## src/hw/rtl/cwhi_pkg.sv

```systemverilog
// ============================================================================
// cwhi_pkg
// Shared types and constants of the column wind height interpolator.
// ============================================================================
`default_nettype none

package cwhi_pkg;

   // fixed-point format of heights and velocities
   localparam int DATA_W    = 32;
   localparam int REF_W     = 31;
   localparam int FRAC_BITS = 16;

   // reset value of the reference height: 10.0 m in Q16.16
   localparam logic [REF_W-1:0] REF_HEIGHT_RESET = REF_W'(655360);

   // weight runs from 0 to 1.0 inclusive
   localparam int W_W = FRAC_BITS + 1;
   localparam logic [W_W-1:0] WEIGHT_ONE = W_W'(1) << FRAC_BITS;

   // divider step counter
   localparam int CNT_W = $clog2(FRAC_BITS);

   // signed difference (33 bits) times signed weight (W_W + 1 bits)
   localparam int DIFF_W = DATA_W + 1;
   localparam int PROD_W = DIFF_W + W_W + 1;

   // column queue between front and back
   localparam int QUEUE_DEPTH = 2;
   localparam int QPTR_W      = $clog2(QUEUE_DEPTH);
   localparam int QCNT_W      = $clog2(QUEUE_DEPTH + 1);

   typedef struct packed {
      logic              short_col;
      logic [DATA_W-1:0] target;
      logic [DATA_W-1:0] lo_h;
      logic [DATA_W-1:0] up_h;
      logic [DATA_W-1:0] lo_u;
      logic [DATA_W-1:0] up_u;
      logic [DATA_W-1:0] lo_v;
      logic [DATA_W-1:0] up_v;
   } queue_entry_type;

   typedef struct packed {
      logic full;
      logic empty;
   } qstat_type;

   typedef enum logic [2:0] {
      BK_IDLE,
      BK_SETUP,
      BK_DIVIDE,
      BK_MUL_U,
      BK_MUL_V,
      BK_DONE
   } back_state_type;

endpackage

`default_nettype wire

```

## src/hw/rtl/cwhi_if.sv

```systemverilog
// ============================================================================
// cwhi_if
// Valid/ready channels: column levels in, interpolated winds out.
// ============================================================================
`default_nettype none

interface cwhi_req_if;
   import cwhi_pkg::*;

   logic              valid;
   logic              ready;
   logic [DATA_W-1:0] level_height;
   logic [DATA_W-1:0] u_west_face;
   logic [DATA_W-1:0] u_east_face;
   logic [DATA_W-1:0] v_south_face;
   logic [DATA_W-1:0] v_north_face;
   logic              last_level;

   modport source (
      output valid, level_height, u_west_face, u_east_face,
             v_south_face, v_north_face, last_level,
      input  ready
   );

   modport sink (
      input  valid, level_height, u_west_face, u_east_face,
             v_south_face, v_north_face, last_level,
      output ready
   );
endinterface

interface cwhi_rsp_if;
   import cwhi_pkg::*;

   logic              valid;
   logic              ready;
   logic [DATA_W-1:0] u_at_reference;
   logic [DATA_W-1:0] v_at_reference;
   logic              short_column;

   modport source (
      output valid, u_at_reference, v_at_reference, short_column,
      input  ready
   );

   modport sink (
      input  valid, u_at_reference, v_at_reference, short_column,
      output ready
   );
endinterface

`default_nettype wire

```

## src/hw/rtl/column_wind_height_interpolator_unit.sv

```systemverilog
// ============================================================================
// column_wind_height_interpolator_unit
// Interpolates face-averaged column winds to a reference height.
// ============================================================================
// Levels arrive bottom first, one word per level, and a word with last_level
// set closes the column and produces exactly one result word. The front
// takes one level per cycle whenever the column queue has room: it averages
// the face velocities, forms the target (first height plus reference_height,
// saturated) and latches the first level pair that brackets the target, or
// the top pair. Each closed column goes into a two-entry queue. The back
// takes one column at a time: a setup state classifies the weight, a
// restoring divider produces one weight bit a cycle (FRAC_BITS bits, only
// when the weight is strictly between 0 and 1), then the u and v products
// share one multiplier in turn, and a done state loads the output register
// once the register is free. A single-level column skips the divider and the
// multiplier. Heights and winds are Q16.16. Levels stream at one level a
// cycle while the back keeps pace; otherwise the full queue holds the front.
// The output register holds a finished word while the back works on the
// next column. Write reference_height only while no column is in flight.
// ============================================================================
`default_nettype none

module column_wind_height_interpolator_unit (
   input  logic                        clock,
   input  logic                        reset,
   input  logic                        csr_write_en,
   input  logic [cwhi_pkg::REF_W-1:0]  csr_write_data,
   cwhi_req_if.sink                    req_chan,
   cwhi_rsp_if.source                  rsp_chan
);
   import cwhi_pkg::*;

   // front -> queue
   logic            q_push;
   queue_entry_type q_entry;

   // queue <-> back
   qstat_type       qstat;
   queue_entry_type q_head;
   logic            q_pop;

   // accept levels, track the bracket, push closed columns
   cwhi_front u_front (
      .clock          (clock),
      .reset          (reset),
      .csr_write_en   (csr_write_en),
      .csr_write_data (csr_write_data),
      .req_chan       (req_chan),
      .qstat          (qstat),
      .q_push         (q_push),
      .q_entry        (q_entry)
   );

   // hold closed columns until the back is free
   cwhi_queue u_queue (
      .clock   (clock),
      .reset   (reset),
      .q_push  (q_push),
      .q_entry (q_entry),
      .q_pop   (q_pop),
      .qstat   (qstat),
      .q_head  (q_head)
   );

   // divide, interpolate, drive the result word
   cwhi_back u_back (
      .clock    (clock),
      .reset    (reset),
      .qstat    (qstat),
      .q_head   (q_head),
      .q_pop    (q_pop),
      .rsp_chan (rsp_chan)
   );

endmodule

`default_nettype wire

```

## src/hw/rtl/cwhi_front.sv

```systemverilog
// ============================================================================
// cwhi_front
// Level intake: target height, centre velocities and bracket tracking.
// ============================================================================
`default_nettype none

module cwhi_front (
   input  logic                              clock,
   input  logic                              reset,
   input  logic                              csr_write_en,
   input  logic [cwhi_pkg::REF_W-1:0]        csr_write_data,
   cwhi_req_if.sink                          req_chan,
   input  cwhi_pkg::qstat_type               qstat,
   output logic                              q_push,
   output cwhi_pkg::queue_entry_type         q_entry
);
   import cwhi_pkg::*;

   logic [REF_W-1:0]  ref_ff;
   logic              at_start_ff, at_start_in;
   logic              found_ff, found_in;
   logic [DATA_W-1:0] target_ff, target_in;
   logic [DATA_W-1:0] prev_h_ff, prev_u_ff, prev_v_ff;
   logic [DATA_W-1:0] lo_h_ff, up_h_ff, lo_u_ff, up_u_ff, lo_v_ff, up_v_ff;

   logic              accept;
   logic [DATA_W:0]   sum_u, sum_v, sum_t;
   logic [DATA_W-1:0] uc, vc, tgt_new;
   logic              take;
   logic [DATA_W-1:0] sel_lo_h, sel_up_h, sel_lo_u, sel_up_u, sel_lo_v, sel_up_v;

   assign req_chan.ready = !qstat.full;
   assign accept         = req_chan.valid && req_chan.ready;

   // exact 33-bit sums, then floor halving
   assign sum_u = {req_chan.u_west_face[DATA_W-1], req_chan.u_west_face}
                + {req_chan.u_east_face[DATA_W-1], req_chan.u_east_face};
   assign sum_v = {req_chan.v_south_face[DATA_W-1], req_chan.v_south_face}
                + {req_chan.v_north_face[DATA_W-1], req_chan.v_north_face};
   assign uc = sum_u[DATA_W:1];
   assign vc = sum_v[DATA_W:1];

   // target = height + reference, saturated high (reference is never negative)
   assign sum_t = {req_chan.level_height[DATA_W-1], req_chan.level_height}
                + {2'b00, ref_ff};
   always_comb begin
      if (!sum_t[DATA_W] && sum_t[DATA_W-1]) begin
         tgt_new = {1'b0, {(DATA_W-1){1'b1}}};
      end else begin
         tgt_new = sum_t[DATA_W-1:0];
      end
   end

   // first pair with previous <= target < current, else the top pair
   assign take = !found_ff &&
                 (($signed(prev_h_ff) <= $signed(target_ff) &&
                   $signed(target_ff) < $signed(req_chan.level_height)) ||
                  req_chan.last_level);

   assign sel_lo_h = take ? prev_h_ff              : lo_h_ff;
   assign sel_up_h = take ? req_chan.level_height  : up_h_ff;
   assign sel_lo_u = take ? prev_u_ff              : lo_u_ff;
   assign sel_up_u = take ? uc                     : up_u_ff;
   assign sel_lo_v = take ? prev_v_ff              : lo_v_ff;
   assign sel_up_v = take ? vc                     : up_v_ff;

   always_comb begin
      at_start_in = at_start_ff;
      found_in    = found_ff;
      target_in   = target_ff;
      if (accept) begin
         if (at_start_ff) begin
            target_in   = tgt_new;
            at_start_in = req_chan.last_level;
            found_in    = 1'b0;
         end else begin
            at_start_in = req_chan.last_level;
            found_in    = req_chan.last_level ? 1'b0 : (found_ff || take);
         end
      end
   end

   assign q_push = accept && req_chan.last_level;

   always_comb begin
      q_entry.short_col = at_start_ff;
      q_entry.target    = target_ff;
      q_entry.lo_h      = sel_lo_h;
      q_entry.up_h      = sel_up_h;
      q_entry.lo_u      = sel_lo_u;
      q_entry.up_u      = sel_up_u;
      q_entry.lo_v      = sel_lo_v;
      q_entry.up_v      = sel_up_v;
   end

   always_ff @(posedge clock) begin
      if (reset) begin
         ref_ff      <= REF_HEIGHT_RESET;
         at_start_ff <= 1'b1;
         found_ff    <= 1'b0;
      end else begin
         if (csr_write_en) begin
            ref_ff <= csr_write_data;
         end
         at_start_ff <= at_start_in;
         found_ff    <= found_in;
      end
   end

   // payload: no reset
   always_ff @(posedge clock) begin
      target_ff <= target_in;
      if (accept) begin
         prev_h_ff <= req_chan.level_height;
         prev_u_ff <= uc;
         prev_v_ff <= vc;
         if (!at_start_ff && take) begin
            lo_h_ff <= sel_lo_h;
            up_h_ff <= sel_up_h;
            lo_u_ff <= sel_lo_u;
            up_u_ff <= sel_up_u;
            lo_v_ff <= sel_lo_v;
            up_v_ff <= sel_up_v;
         end
      end
   end

endmodule

`default_nettype wire

```

## src/hw/rtl/cwhi_queue.sv

```systemverilog
// ============================================================================
// cwhi_queue
// Short FIFO of finished columns between intake and interpolation.
// ============================================================================
`default_nettype none

module cwhi_queue (
   input  logic                          clock,
   input  logic                          reset,
   input  logic                          q_push,
   input  cwhi_pkg::queue_entry_type     q_entry,
   input  logic                          q_pop,
   output cwhi_pkg::qstat_type           qstat,
   output cwhi_pkg::queue_entry_type     q_head
);
   import cwhi_pkg::*;

   queue_entry_type   mem_ff [QUEUE_DEPTH];
   logic [QPTR_W-1:0] wr_ptr_ff, rd_ptr_ff;
   logic [QCNT_W-1:0] count_ff;
   logic              do_push, do_pop;

   assign qstat.full  = (count_ff == QCNT_W'(QUEUE_DEPTH));
   assign qstat.empty = (count_ff == '0);
   assign do_push     = q_push && !qstat.full;
   assign do_pop      = q_pop && !qstat.empty;
   assign q_head      = mem_ff[rd_ptr_ff];

   always_ff @(posedge clock) begin
      if (reset) begin
         wr_ptr_ff <= '0;
         rd_ptr_ff <= '0;
         count_ff  <= '0;
      end else begin
         if (do_push) begin
            wr_ptr_ff <= (wr_ptr_ff == QPTR_W'(QUEUE_DEPTH - 1)) ? '0 : wr_ptr_ff + 1'b1;
         end
         if (do_pop) begin
            rd_ptr_ff <= (rd_ptr_ff == QPTR_W'(QUEUE_DEPTH - 1)) ? '0 : rd_ptr_ff + 1'b1;
         end
         if (do_push && !do_pop) begin
            count_ff <= count_ff + 1'b1;
         end else if (do_pop && !do_push) begin
            count_ff <= count_ff - 1'b1;
         end
      end
   end

   always_ff @(posedge clock) begin
      if (do_push) begin
         mem_ff[wr_ptr_ff] <= q_entry;
      end
   end

`ifndef SYNTH
   a_no_push_full: assert property (@(posedge clock) disable iff (reset)
      q_push |-> !qstat.full)
      else $error("column pushed into a full queue");
`endif

endmodule

`default_nettype wire

```

## src/hw/rtl/cwhi_back.sv

```systemverilog
// ============================================================================
// cwhi_back
// Per-column weight division, two interpolation multiplies, output word.
// ============================================================================
`default_nettype none

module cwhi_back (
   input  logic                          clock,
   input  logic                          reset,
   input  cwhi_pkg::qstat_type           qstat,
   input  cwhi_pkg::queue_entry_type     q_head,
   output logic                          q_pop,
   cwhi_rsp_if.source                    rsp_chan
);
   import cwhi_pkg::*;

   back_state_type    state_ff, state_in;
   queue_entry_type   job_ff;
   logic [DATA_W-1:0] rem_ff, den_ff;
   logic [CNT_W-1:0]  count_ff;
   logic [W_W-1:0]    w_ff;
   logic signed [PROD_W-1:0] prod_ff, prod_in;
   logic [DATA_W-1:0] u_res_ff;
   logic              rsp_valid_ff;
   logic [DATA_W-1:0] rsp_u_ff, rsp_v_ff;
   logic              rsp_short_ff;

   logic signed [DIFF_W-1:0] num, den, diff_u, diff_v, mult_b;
   logic              num_pos, den_pos, num_ge;
   logic [DATA_W:0]   rem_shift;
   logic              rem_fits;
   logic [DATA_W-1:0] v_res;
   logic              out_free, load_out;

   assign num = $signed({job_ff.target[DATA_W-1], job_ff.target})
              - $signed({job_ff.lo_h[DATA_W-1], job_ff.lo_h});
   assign den = $signed({job_ff.up_h[DATA_W-1], job_ff.up_h})
              - $signed({job_ff.lo_h[DATA_W-1], job_ff.lo_h});
   assign num_pos = !num[DIFF_W-1] && (num != '0);
   assign den_pos = !den[DIFF_W-1] && (den != '0);
   assign num_ge  = (num >= den);

   // restoring division, one quotient bit a cycle
   assign rem_shift = {rem_ff, 1'b0};
   assign rem_fits  = (rem_shift >= {1'b0, den_ff});

   assign diff_u = $signed({job_ff.up_u[DATA_W-1], job_ff.up_u})
                 - $signed({job_ff.lo_u[DATA_W-1], job_ff.lo_u});
   assign diff_v = $signed({job_ff.up_v[DATA_W-1], job_ff.up_v})
                 - $signed({job_ff.lo_v[DATA_W-1], job_ff.lo_v});
   assign mult_b  = (state_ff == BK_MUL_U) ? diff_u : diff_v;
   assign prod_in = $signed(PROD_W'(mult_b)) * $signed(PROD_W'({1'b0, w_ff}));

   assign v_res    = job_ff.lo_v + prod_ff[FRAC_BITS +: DATA_W];
   assign out_free = !rsp_valid_ff || rsp_chan.ready;

   // next state
   always_comb begin
      state_in = state_ff;
      case (state_ff)
         BK_IDLE: begin
            if (!qstat.empty) begin
               state_in = BK_SETUP;
            end
         end
         BK_SETUP: begin
            if (job_ff.short_col) begin
               state_in = BK_DONE;
            end else if (!den_pos || !num_pos || num_ge) begin
               state_in = BK_MUL_U;
            end else begin
               state_in = BK_DIVIDE;
            end
         end
         BK_DIVIDE: begin
            if (count_ff == '0) begin
               state_in = BK_MUL_U;
            end
         end
         BK_MUL_U: state_in = BK_MUL_V;
         BK_MUL_V: state_in = BK_DONE;
         BK_DONE: begin
            if (out_free) begin
               state_in = BK_IDLE;
            end
         end
         default: state_in = BK_IDLE;
      endcase
   end

   // outputs
   always_comb begin
      q_pop    = 1'b0;
      load_out = 1'b0;
      case (state_ff)
         BK_IDLE: q_pop    = !qstat.empty;
         BK_DONE: load_out = out_free;
         default: begin
            q_pop    = 1'b0;
            load_out = 1'b0;
         end
      endcase
   end

   always_ff @(posedge clock) begin
      if (reset) begin
         state_ff     <= BK_IDLE;
         rsp_valid_ff <= 1'b0;
      end else begin
         state_ff <= state_in;
         if (load_out) begin
            rsp_valid_ff <= 1'b1;
         end else if (rsp_chan.ready) begin
            rsp_valid_ff <= 1'b0;
         end
      end
   end

   always_ff @(posedge clock) begin
      if (q_pop) begin
         job_ff <= q_head;
      end
      case (state_ff)
         BK_SETUP: begin
            rem_ff   <= num[DATA_W-1:0];
            den_ff   <= den[DATA_W-1:0];
            count_ff <= CNT_W'(FRAC_BITS - 1);
            if (!den_pos || !num_pos) begin
               w_ff <= '0;
            end else if (num_ge) begin
               w_ff <= WEIGHT_ONE;
            end else begin
               w_ff <= '0;
            end
         end
         BK_DIVIDE: begin
            count_ff <= count_ff - 1'b1;
            w_ff     <= {w_ff[W_W-2:0], rem_fits};
            if (rem_fits) begin
               rem_ff <= DATA_W'(rem_shift - {1'b0, den_ff});
            end else begin
               rem_ff <= rem_shift[DATA_W-1:0];
            end
         end
         BK_MUL_U: prod_ff <= prod_in;
         BK_MUL_V: begin
            u_res_ff <= job_ff.lo_u + prod_ff[FRAC_BITS +: DATA_W];
            prod_ff  <= prod_in;
         end
         default: begin
         end
      endcase
      if (load_out) begin
         rsp_short_ff <= job_ff.short_col;
         rsp_u_ff     <= job_ff.short_col ? '0 : u_res_ff;
         rsp_v_ff     <= job_ff.short_col ? '0 : v_res;
      end
   end

   assign rsp_chan.valid          = rsp_valid_ff;
   assign rsp_chan.u_at_reference = rsp_u_ff;
   assign rsp_chan.v_at_reference = rsp_v_ff;
   assign rsp_chan.short_column   = rsp_short_ff;

`ifndef SYNTH
   a_rem_below_den: assert property (@(posedge clock) disable iff (reset)
      (state_ff == BK_DIVIDE) |-> (rem_ff < den_ff))
      else $error("divider remainder not below divisor");

   a_weight_range: assert property (@(posedge clock) disable iff (reset)
      (state_ff == BK_MUL_U) |-> (w_ff <= WEIGHT_ONE))
      else $error("interpolation weight above one");

   a_short_zero: assert property (@(posedge clock) disable iff (reset)
      (rsp_valid_ff && rsp_short_ff) |-> (rsp_u_ff == '0 && rsp_v_ff == '0))
      else $error("single-level column with nonzero wind");
`endif

endmodule

`default_nettype wire
```

## src/flat_wrapper.sv

```systemverilog
// flat-port wrapper written by rule: the top's interface ports become plain ports
module column_wind_height_interpolator_unit_flat import cwhi_pkg::*;
  (clock, reset, csr_write_en, csr_write_data, req_chan_valid, req_chan_level_height, req_chan_u_west_face, req_chan_u_east_face, req_chan_v_south_face, req_chan_v_north_face, req_chan_last_level, req_chan_ready, rsp_chan_valid, rsp_chan_u_at_reference, rsp_chan_v_at_reference, rsp_chan_short_column, rsp_chan_ready);
  cwhi_req_if req_chan_i ();
  cwhi_rsp_if rsp_chan_i ();
  input  logic clock;
  input  logic reset;
  input  logic csr_write_en;
  input  logic [cwhi_pkg::REF_W-1:0] csr_write_data;
  input wire logic [$bits(req_chan_i.valid)-1:0] req_chan_valid;
  input wire logic [$bits(req_chan_i.level_height)-1:0] req_chan_level_height;
  input wire logic [$bits(req_chan_i.u_west_face)-1:0] req_chan_u_west_face;
  input wire logic [$bits(req_chan_i.u_east_face)-1:0] req_chan_u_east_face;
  input wire logic [$bits(req_chan_i.v_south_face)-1:0] req_chan_v_south_face;
  input wire logic [$bits(req_chan_i.v_north_face)-1:0] req_chan_v_north_face;
  input wire logic [$bits(req_chan_i.last_level)-1:0] req_chan_last_level;
  output wire logic [$bits(req_chan_i.ready)-1:0] req_chan_ready;
  output wire logic [$bits(rsp_chan_i.valid)-1:0] rsp_chan_valid;
  output wire logic [$bits(rsp_chan_i.u_at_reference)-1:0] rsp_chan_u_at_reference;
  output wire logic [$bits(rsp_chan_i.v_at_reference)-1:0] rsp_chan_v_at_reference;
  output wire logic [$bits(rsp_chan_i.short_column)-1:0] rsp_chan_short_column;
  input wire logic [$bits(rsp_chan_i.ready)-1:0] rsp_chan_ready;
  assign req_chan_i.valid = req_chan_valid;
  assign req_chan_i.level_height = req_chan_level_height;
  assign req_chan_i.u_west_face = req_chan_u_west_face;
  assign req_chan_i.u_east_face = req_chan_u_east_face;
  assign req_chan_i.v_south_face = req_chan_v_south_face;
  assign req_chan_i.v_north_face = req_chan_v_north_face;
  assign req_chan_i.last_level = req_chan_last_level;
  assign req_chan_ready = req_chan_i.ready;
  assign rsp_chan_valid = rsp_chan_i.valid;
  assign rsp_chan_u_at_reference = rsp_chan_i.u_at_reference;
  assign rsp_chan_v_at_reference = rsp_chan_i.v_at_reference;
  assign rsp_chan_short_column = rsp_chan_i.short_column;
  assign rsp_chan_i.ready = rsp_chan_ready;
  column_wind_height_interpolator_unit u_core (.clock(clock), .reset(reset), .csr_write_en(csr_write_en), .csr_write_data(csr_write_data), .req_chan(req_chan_i), .rsp_chan(rsp_chan_i));
endmodule
```

## config.mk

```make
export PLATFORM = sky130hd
export DESIGN_NAME = column_wind_height_interpolator_unit_flat
export DESIGN_NICKNAME = d
export VERILOG_FILES = /design/src/hw/rtl/cwhi_pkg.sv /design/src/hw/rtl/cwhi_if.sv /design/src/hw/rtl/column_wind_height_interpolator_unit.sv /design/src/hw/rtl/cwhi_front.sv /design/src/hw/rtl/cwhi_queue.sv /design/src/hw/rtl/cwhi_back.sv /design/src/flat_wrapper.sv
export SDC_FILE = /design/constraint.sdc
export NUM_CORES = 2
export LEC_CHECK = 0
export CAP_MARGIN = 5
export CORE_MARGIN = 3
export CORE_UTILIZATION = 50
export DETAILED_ROUTE_END_ITERATION = 8
export DONT_BUFFER_PORTS = 1
export PLACE_DENSITY = 0.74
export REMOVE_ABC_BUFFERS = 1
export SLEW_MARGIN = 20
export SYNTH_ARGS = -nofsm -noshare
export SYNTH_HDL_FRONTEND = slang
export SYNTH_SLANG_ARGS = --single-unit
```

## constraint.sdc

```tcl
create_clock -name clock -period 26.1 [get_ports clock]
set_input_delay 1.305 -clock clock [delete_from_list [all_inputs] [get_ports clock]]
set_output_delay 1.305 -clock clock [all_outputs]
set_load 0.005 [all_outputs]
```

== After elaboration in Yosys (flattened, before gate mapping) ==
Memories as Yosys holds them, arrays and structs flattened. A register that Yosys moved wholly into a read port is not among the register bits.
Cells that the tools add are included.
W data, S select, Z words.

* Word-level logic and storage cells: 129
* Input bits: 197
* Memory bits (writable): 450
* Bits in registers: 591
* Memories: 1

{| class="wikitable"
|+ Memories
! memory !! words !! bits a word !! read ports !! clocked after memory_dff !! wr ports !! RTL line !! text
|-
| u_core.u_queue.mem_ff || 2 || 225 || 1 || 1 || 1 || cwhi_queue.sv:18 || <nowiki>queue_entry_type mem_ff [QUEUE_DEPTH];</nowiki>
|}

* Add/sub/neg operators: 15
* $lt $le $gt $ge: 4
* $mul: 1
* Equal/unequal tests: 9
* Reduce and logical (&&, ||, !) cells: 41
* Muxes and demuxes: 31

{| class="wikitable"
|+ Operator list
! kind !! count
|-
| $mux W32 || 7
|-
| $sub A32 B32 Y33 || 4
|-
| $add A32 B32 Y33 || 3
|-
| $reduce_bool A33 Y1 || 2
|-
| $add A32 B32 Y32 || 2
|-
| $pmux W32 S2 || 1
|-
| $mul A33 B18 Y48 || 1
|-
| $mux W17 || 2
|-
| $pmux W17 S2 || 1
|-
| $ge A33 B32 Y1 || 1
|-
| $ge A33 B33 Y1 || 1
|-
| $mux W33 || 1
|-
| $le A32 B32 Y1 || 1
|-
| $lt A32 B32 Y1 || 1
|-
| $sub A32 B32 Y32 || 1
|-
| $pmux W3 S6 || 1
|-
| $logic_and A1 B1 Y1 || 12
|-
| $logic_not A1 Y1 || 12
|-
| $mux W3 || 4
|-
| $mux W1 || 11
|-
| $pmux W4 S2 || 1
|-
| $eq A3 B2 Y1 const B || 2
|-
| $eq A3 B3 Y1 const B || 2
|-
| $ne A2 B2 Y1 const B || 3
|-
| 15 further kinds || 24
|}

== Longest topological paths before layout ==
* Depth in word-level cells: 9
* Depth in mapped cells: 40

== By module ==
Synthesis repeated with hierarchy kept, for this count alone.

* Cells, all modules: 6875
* Area total of the unflattened synthesis: 81433.1 µm²

{| class="wikitable"
|+ By module, submodules not included
! module !! seq. area each (µm²) !! area each (µm²) !! cells each !! times used
|-
| cwhi_back || 13262.7 || 44994.4 || 4509 || 1
|-
| cwhi_front || 10269.8 || 19376.1 || 1641 || 1
|-
| cwhi_queue || 13613.1 || 17062.6 || 725 || 1
|}

== Worst setup path after synthesis ==
Ideal clock, no wire load.

* Path kind: input to register
* Start: input port req_chan_level_height[17]
* End: register u_core.u_front.lo_h_ff[0] (enable)
* Data required time: 25.119 ns
* Cell stages on the path: 14
* Arrival: 16.166 ns
* Setup time: 0.981 ns
* Setup slack: 8.953 ns
* Cell sequence: inv_1 -> ha_1 -> a21o_1 -> a21o_1 -> a21oi_1 -> nor2b_1 -> o21ai_0 -> nand2_1 -> a221oi_1 -> a211oi_1 -> a21oi_1 -> o221ai_1 -> clkbuf_1 -> nor3_1

* Cells in the longest elaborated chain, start to end: 6

{| class="wikitable"
|+ Ends and longest elaborated chain
! element !! RTL line !! text
|-
| from (decl) || flat_wrapper.sv:11 || <nowiki>input wire logic [$bits(req_chan_i.level_height)-1:0] req_chan_level_height;</nowiki>
|-
| $lt A32 B32 Y1 || cwhi_front.sv:57 || <nowiki>$signed(target_ff) < $signed(req_chan.level_height)) ||</nowiki>
|-
| $logic_and A1 B1 Y1 || cwhi_front.sv:56 || <nowiki>(($signed(prev_h_ff) <= $signed(target_ff) &&</nowiki>
|-
| $logic_or A1 B1 Y1 || cwhi_front.sv:57 ||
|-
| $logic_and A1 B1 Y1 || cwhi_front.sv:55 || <nowiki>assign take = !found_ff &&</nowiki>
|-
| $logic_and A1 B1 Y1 || cwhi_front.sv:117 || <nowiki>if (!at_start_ff && take) begin</nowiki>
|-
| $reduce_and A2 Y1 (no source line) || - ||
|-
| to (signal assigned) || cwhi_front.sv:118 || <nowiki>lo_h_ff <= sel_lo_h;</nowiki>
|-
| to (decl) || cwhi_front.sv:24 || <nowiki>logic [DATA_W-1:0] lo_h_ff, up_h_ff, lo_u_ff, up_u_ff, lo_v_ff, up_v_ff;</nowiki>
|}

Every way passes these cells.
A chain may end at the register's enable or synchronous reset.

== Worst setup path after layout ==
* Start: register u_core.u_back.job_ff[97] (netlist name)
* End: register u_core.u_back.prod_ff[47] (data pin)

* Cells in the longest elaborated chain, start to end: 3

{| class="wikitable"
|+ Ends and longest elaborated chain
! element !! RTL line !! text
|-
| $sub A32 B32 Y33 || cwhi_back.sv:48 || <nowiki>- $signed({job_ff.lo_u[DATA_W-1], job_ff.lo_u});</nowiki>
|-
| $mux W33 || cwhi_back.sv:51 || <nowiki>assign mult_b = (state_ff == BK_MUL_U) ? diff_u : diff_v;</nowiki>
|-
| $mul A33 B18 Y48 || cwhi_back.sv:52 || <nowiki>assign prod_in = $signed(PROD_W'(mult_b)) * $signed(PROD_W'({1'b0, w_ff}));</nowiki>
|-
| named net u_core.u_back.prod_in[47] || cwhi_back.sv:22 || <nowiki>logic signed [PROD_W-1:0] prod_ff, prod_in;</nowiki>
|-
| to (signal assigned) || cwhi_back.sv:145 || <nowiki>BK_MUL_U: prod_ff <= prod_in;</nowiki>
|-
| to (signal assigned) || cwhi_back.sv:148 || <nowiki>prod_ff <= prod_in;</nowiki>
|-
| to (decl) || cwhi_back.sv:22 ||
|}

The timed path passes the listed nets, and every way through them passes these cells.

==> reports/metrics.cfg <==
[detailed_routing]
avgViaCountPerCell=5.72
wire_per_inst_microns=21.8
first_pass_iters=6
vias=51400
ant_nets=0
routed_wl_mm=196
drc_errors=0
drtIter0Drc=3916

[logic_synthesis]
syn_inst=6783
synthArstFlopShare=0
ys_seq_area_frac=0.462
netlist_area_sq_mm=0.0803
synth_cell_types=82
synth_top_cell_by_area=edfxtp_1
ys_ff_latch=1250
ys_warn_count=0
synth_edf_count=1209
ys.flop_type=edfxtp_1
synth_area_per_cell_sq_um=11.8
synthTopCellsByCount=edfxtp_1, inv_1, nand2_1
netlist_top_cells_area=edfxtp_1, fa_1, ha_1
synth_top_area_frac=0.452
yosysMostFrequentCell=edfxtp_1

[setup_path]
cpMostUsedCell=fa_1
arrival_ps=11570
required_ps=26620
cp-start-kind=flop
endpoint_kind=flop
worstSetupPathType=reg2reg
cp_max_fo=17
cpPeakStageDelay_ps=830
cpMaxStageDelayCell=mux2i_2

[die]
die_w_microns=407
die_h_microns=407
io_pins=264
core-area_sq_mm=0.159
dieArea_sq_mm=0.166
fp-row-count=146
initial_core_util=0.506

[global_routing]
grt_max_degree=146
antenna_found_initial=4
grt_pass1_wl_mm=304
grt_overflow=0
groute.usage.overall=0.240
first_global_vias=53300

[cts]
cts_sinks=1250
worst_skew_pair.late_latency_ps=800
post-cts-setup-buffers=0
cts.clk_slew.worst_paths_ps=60
ctsResizeCount=0
numCtsBuffers=134
cts_hold_buf=0
clockBufferDepth=3
cts_tree=yes
cts_root_buf=clkbuf_16
cts_max_level=4

[timing]
fin_crit_ps=11050
whs_ps=485
rsz0062_at_grt=false
relSlewSlack=0.232
report.final.slew_viol_count=0
period_share=0.424
hold_violations=0
setup_viol=0
clock.fmax_ghz=0.0905
worstMarginPinSlew_ps=1140
finalClockSkew_ps=65.2

[final_layout]
largest_register_ff_count=450
top_regs=u_core.u_queue.mem_ff: 450 flops, u_core.u_back.job_ff: 225 flops
final_layout_size_suffix_gt1_frac=0.105
area_growth_pct=9.03
largest_register=u_core.u_queue.mem_ff
final_net_count=8056

[status]
status=finished, final reports clean

[placement]
io_buffers=0
place_congestion=0.938
dp_hpwl_mm=147

[job]
maxCapViolCount=0

[min_path]
min_path_type=reg2reg

==> metrics by stage <==
step / utilization / setup slack (ps) / TNS [ps] / instances / area, sq um
2_1_floorplan: - / -22640 / -4347740 / 6593 / 79600
3_3_place_gp: 0.522 / 15300 / 0 / 8747 / 83000
3_5_place_dp: 0.522 / 15100 / 0 / 8747 / 83000
4_1_cts: 0.551 / 15040 / 0 / 8990 / 87600
5_1_grt: 0.551 / 14430 / 0 / 8991 / 87600
6_report: 0.551 / 15050 / 0 / 8994 / 87600
==> cell usage in the layout, fill, tap and decap left out, types with 40 or more instances in the layout <==
cell type,synthesis,layout
mux2_2,385,385
ha_1,523,523
xnor2_1,190,190
nand2b_1,57,56
a21o_1,148,148
a21oi_1,296,294
a31oi_1,40,40
nor3_1,60,59
inv_1,934,932
nor2b_1,114,112
nand4_1,44,44
nand3_1,68,68
and3_1,63,63
xor2_1,115,115
clkbuf_16,0,134
mux2i_1,48,43
buf_4,0,80
o21ai_0,223,217
nand2_1,535,535
o21a_1,71,71
dfxtp_1,41,40
nor2_1,280,279
edfxtp_1,1209,1209
fa_1,524,524
and2_1,270,268
==> worst paths after layout <==
| path | depth (start not counted) | end | slack [ps] | startpoint |
|---|---|---|---|---|
| min | 2 | u_core.u_front.ref_ff[19] | 490 | u_core.u_front.ref_ff[19] |
| max reg2reg | 34 | u_core.u_back.prod_ff[47] | 15050 | u_core.u_back.job_ff[97] |
| max | 34 | u_core.u_back.prod_ff[47] | 15050 | u_core.u_back.job_ff[97] |
| min reg2reg | 2 | u_core.u_front.ref_ff[19] | 490 | u_core.u_front.ref_ff[19] |
==> cells by family (layout without fill, tap and decap cells) <==
| kind of cell | after synthesis | in the layout | synth area share |
|---|---|---|---|
| adders and majority gates | 1047 | 1047 | 0.212 |
| muxes | 433 | 433 | 0.0599 |
| xor gates and xnor gates | 305 | 305 | 0.0333 |
| DFF | 1250 | 1250 | 0.462 |
| buffers and inverters | 1124 | 1260 | 0.0529 |
| AOI/OAI and AO/OA | 1047 | 1047 | 0.0836 |
| and+or+nand+nor | 1577 | 1577 | 0.0962 |
| other | 0 | 3 | 0 |
==> metal layers <==
| metal | global-route usage | wire [microns] | vias up |
|---|---|---|---|
| li1 | - | - | 23500 |
| met1 | 0.317 | 81400 | 25800 |
| met2 | 0.391 | 92200 | 1812 |
| met3 | 0.0605 | 16800 | 336 |
| met4 | 0.0758 | 5830 | 4 |
| met5 | 0 | 248 | - |
==> worst max-delay path, delay by kind of cell, from the launching register on <==
kind,cells,cell delay [ps]
AO/OA/AOI/OAI,10,3710
adder cells (fa/ha/maj),8,3610
AND/OR/NAND/NOR,7,1300
multiplexers,1,830
XOR/XNOR,4,610
flip-flops,1,440
buffers and inverters,4,310
==> area by class of cell <==
type	instances	area, sq um
Tap cell	2072	2590
Inverter	934	3520
Timing Repair Buffer	83	668
Sequential cell	1250	37100
Multi-Input combinational cell	4409	39100
Fill cell	13000	71300
Antenna cell	3	7.51
Clock buffer	162	3500
Clock inverter	81	1100
Power is left out: the tool's default activity adds up to more than one toggle a clock period on the data nets, which glitch-free logic cannot reach.
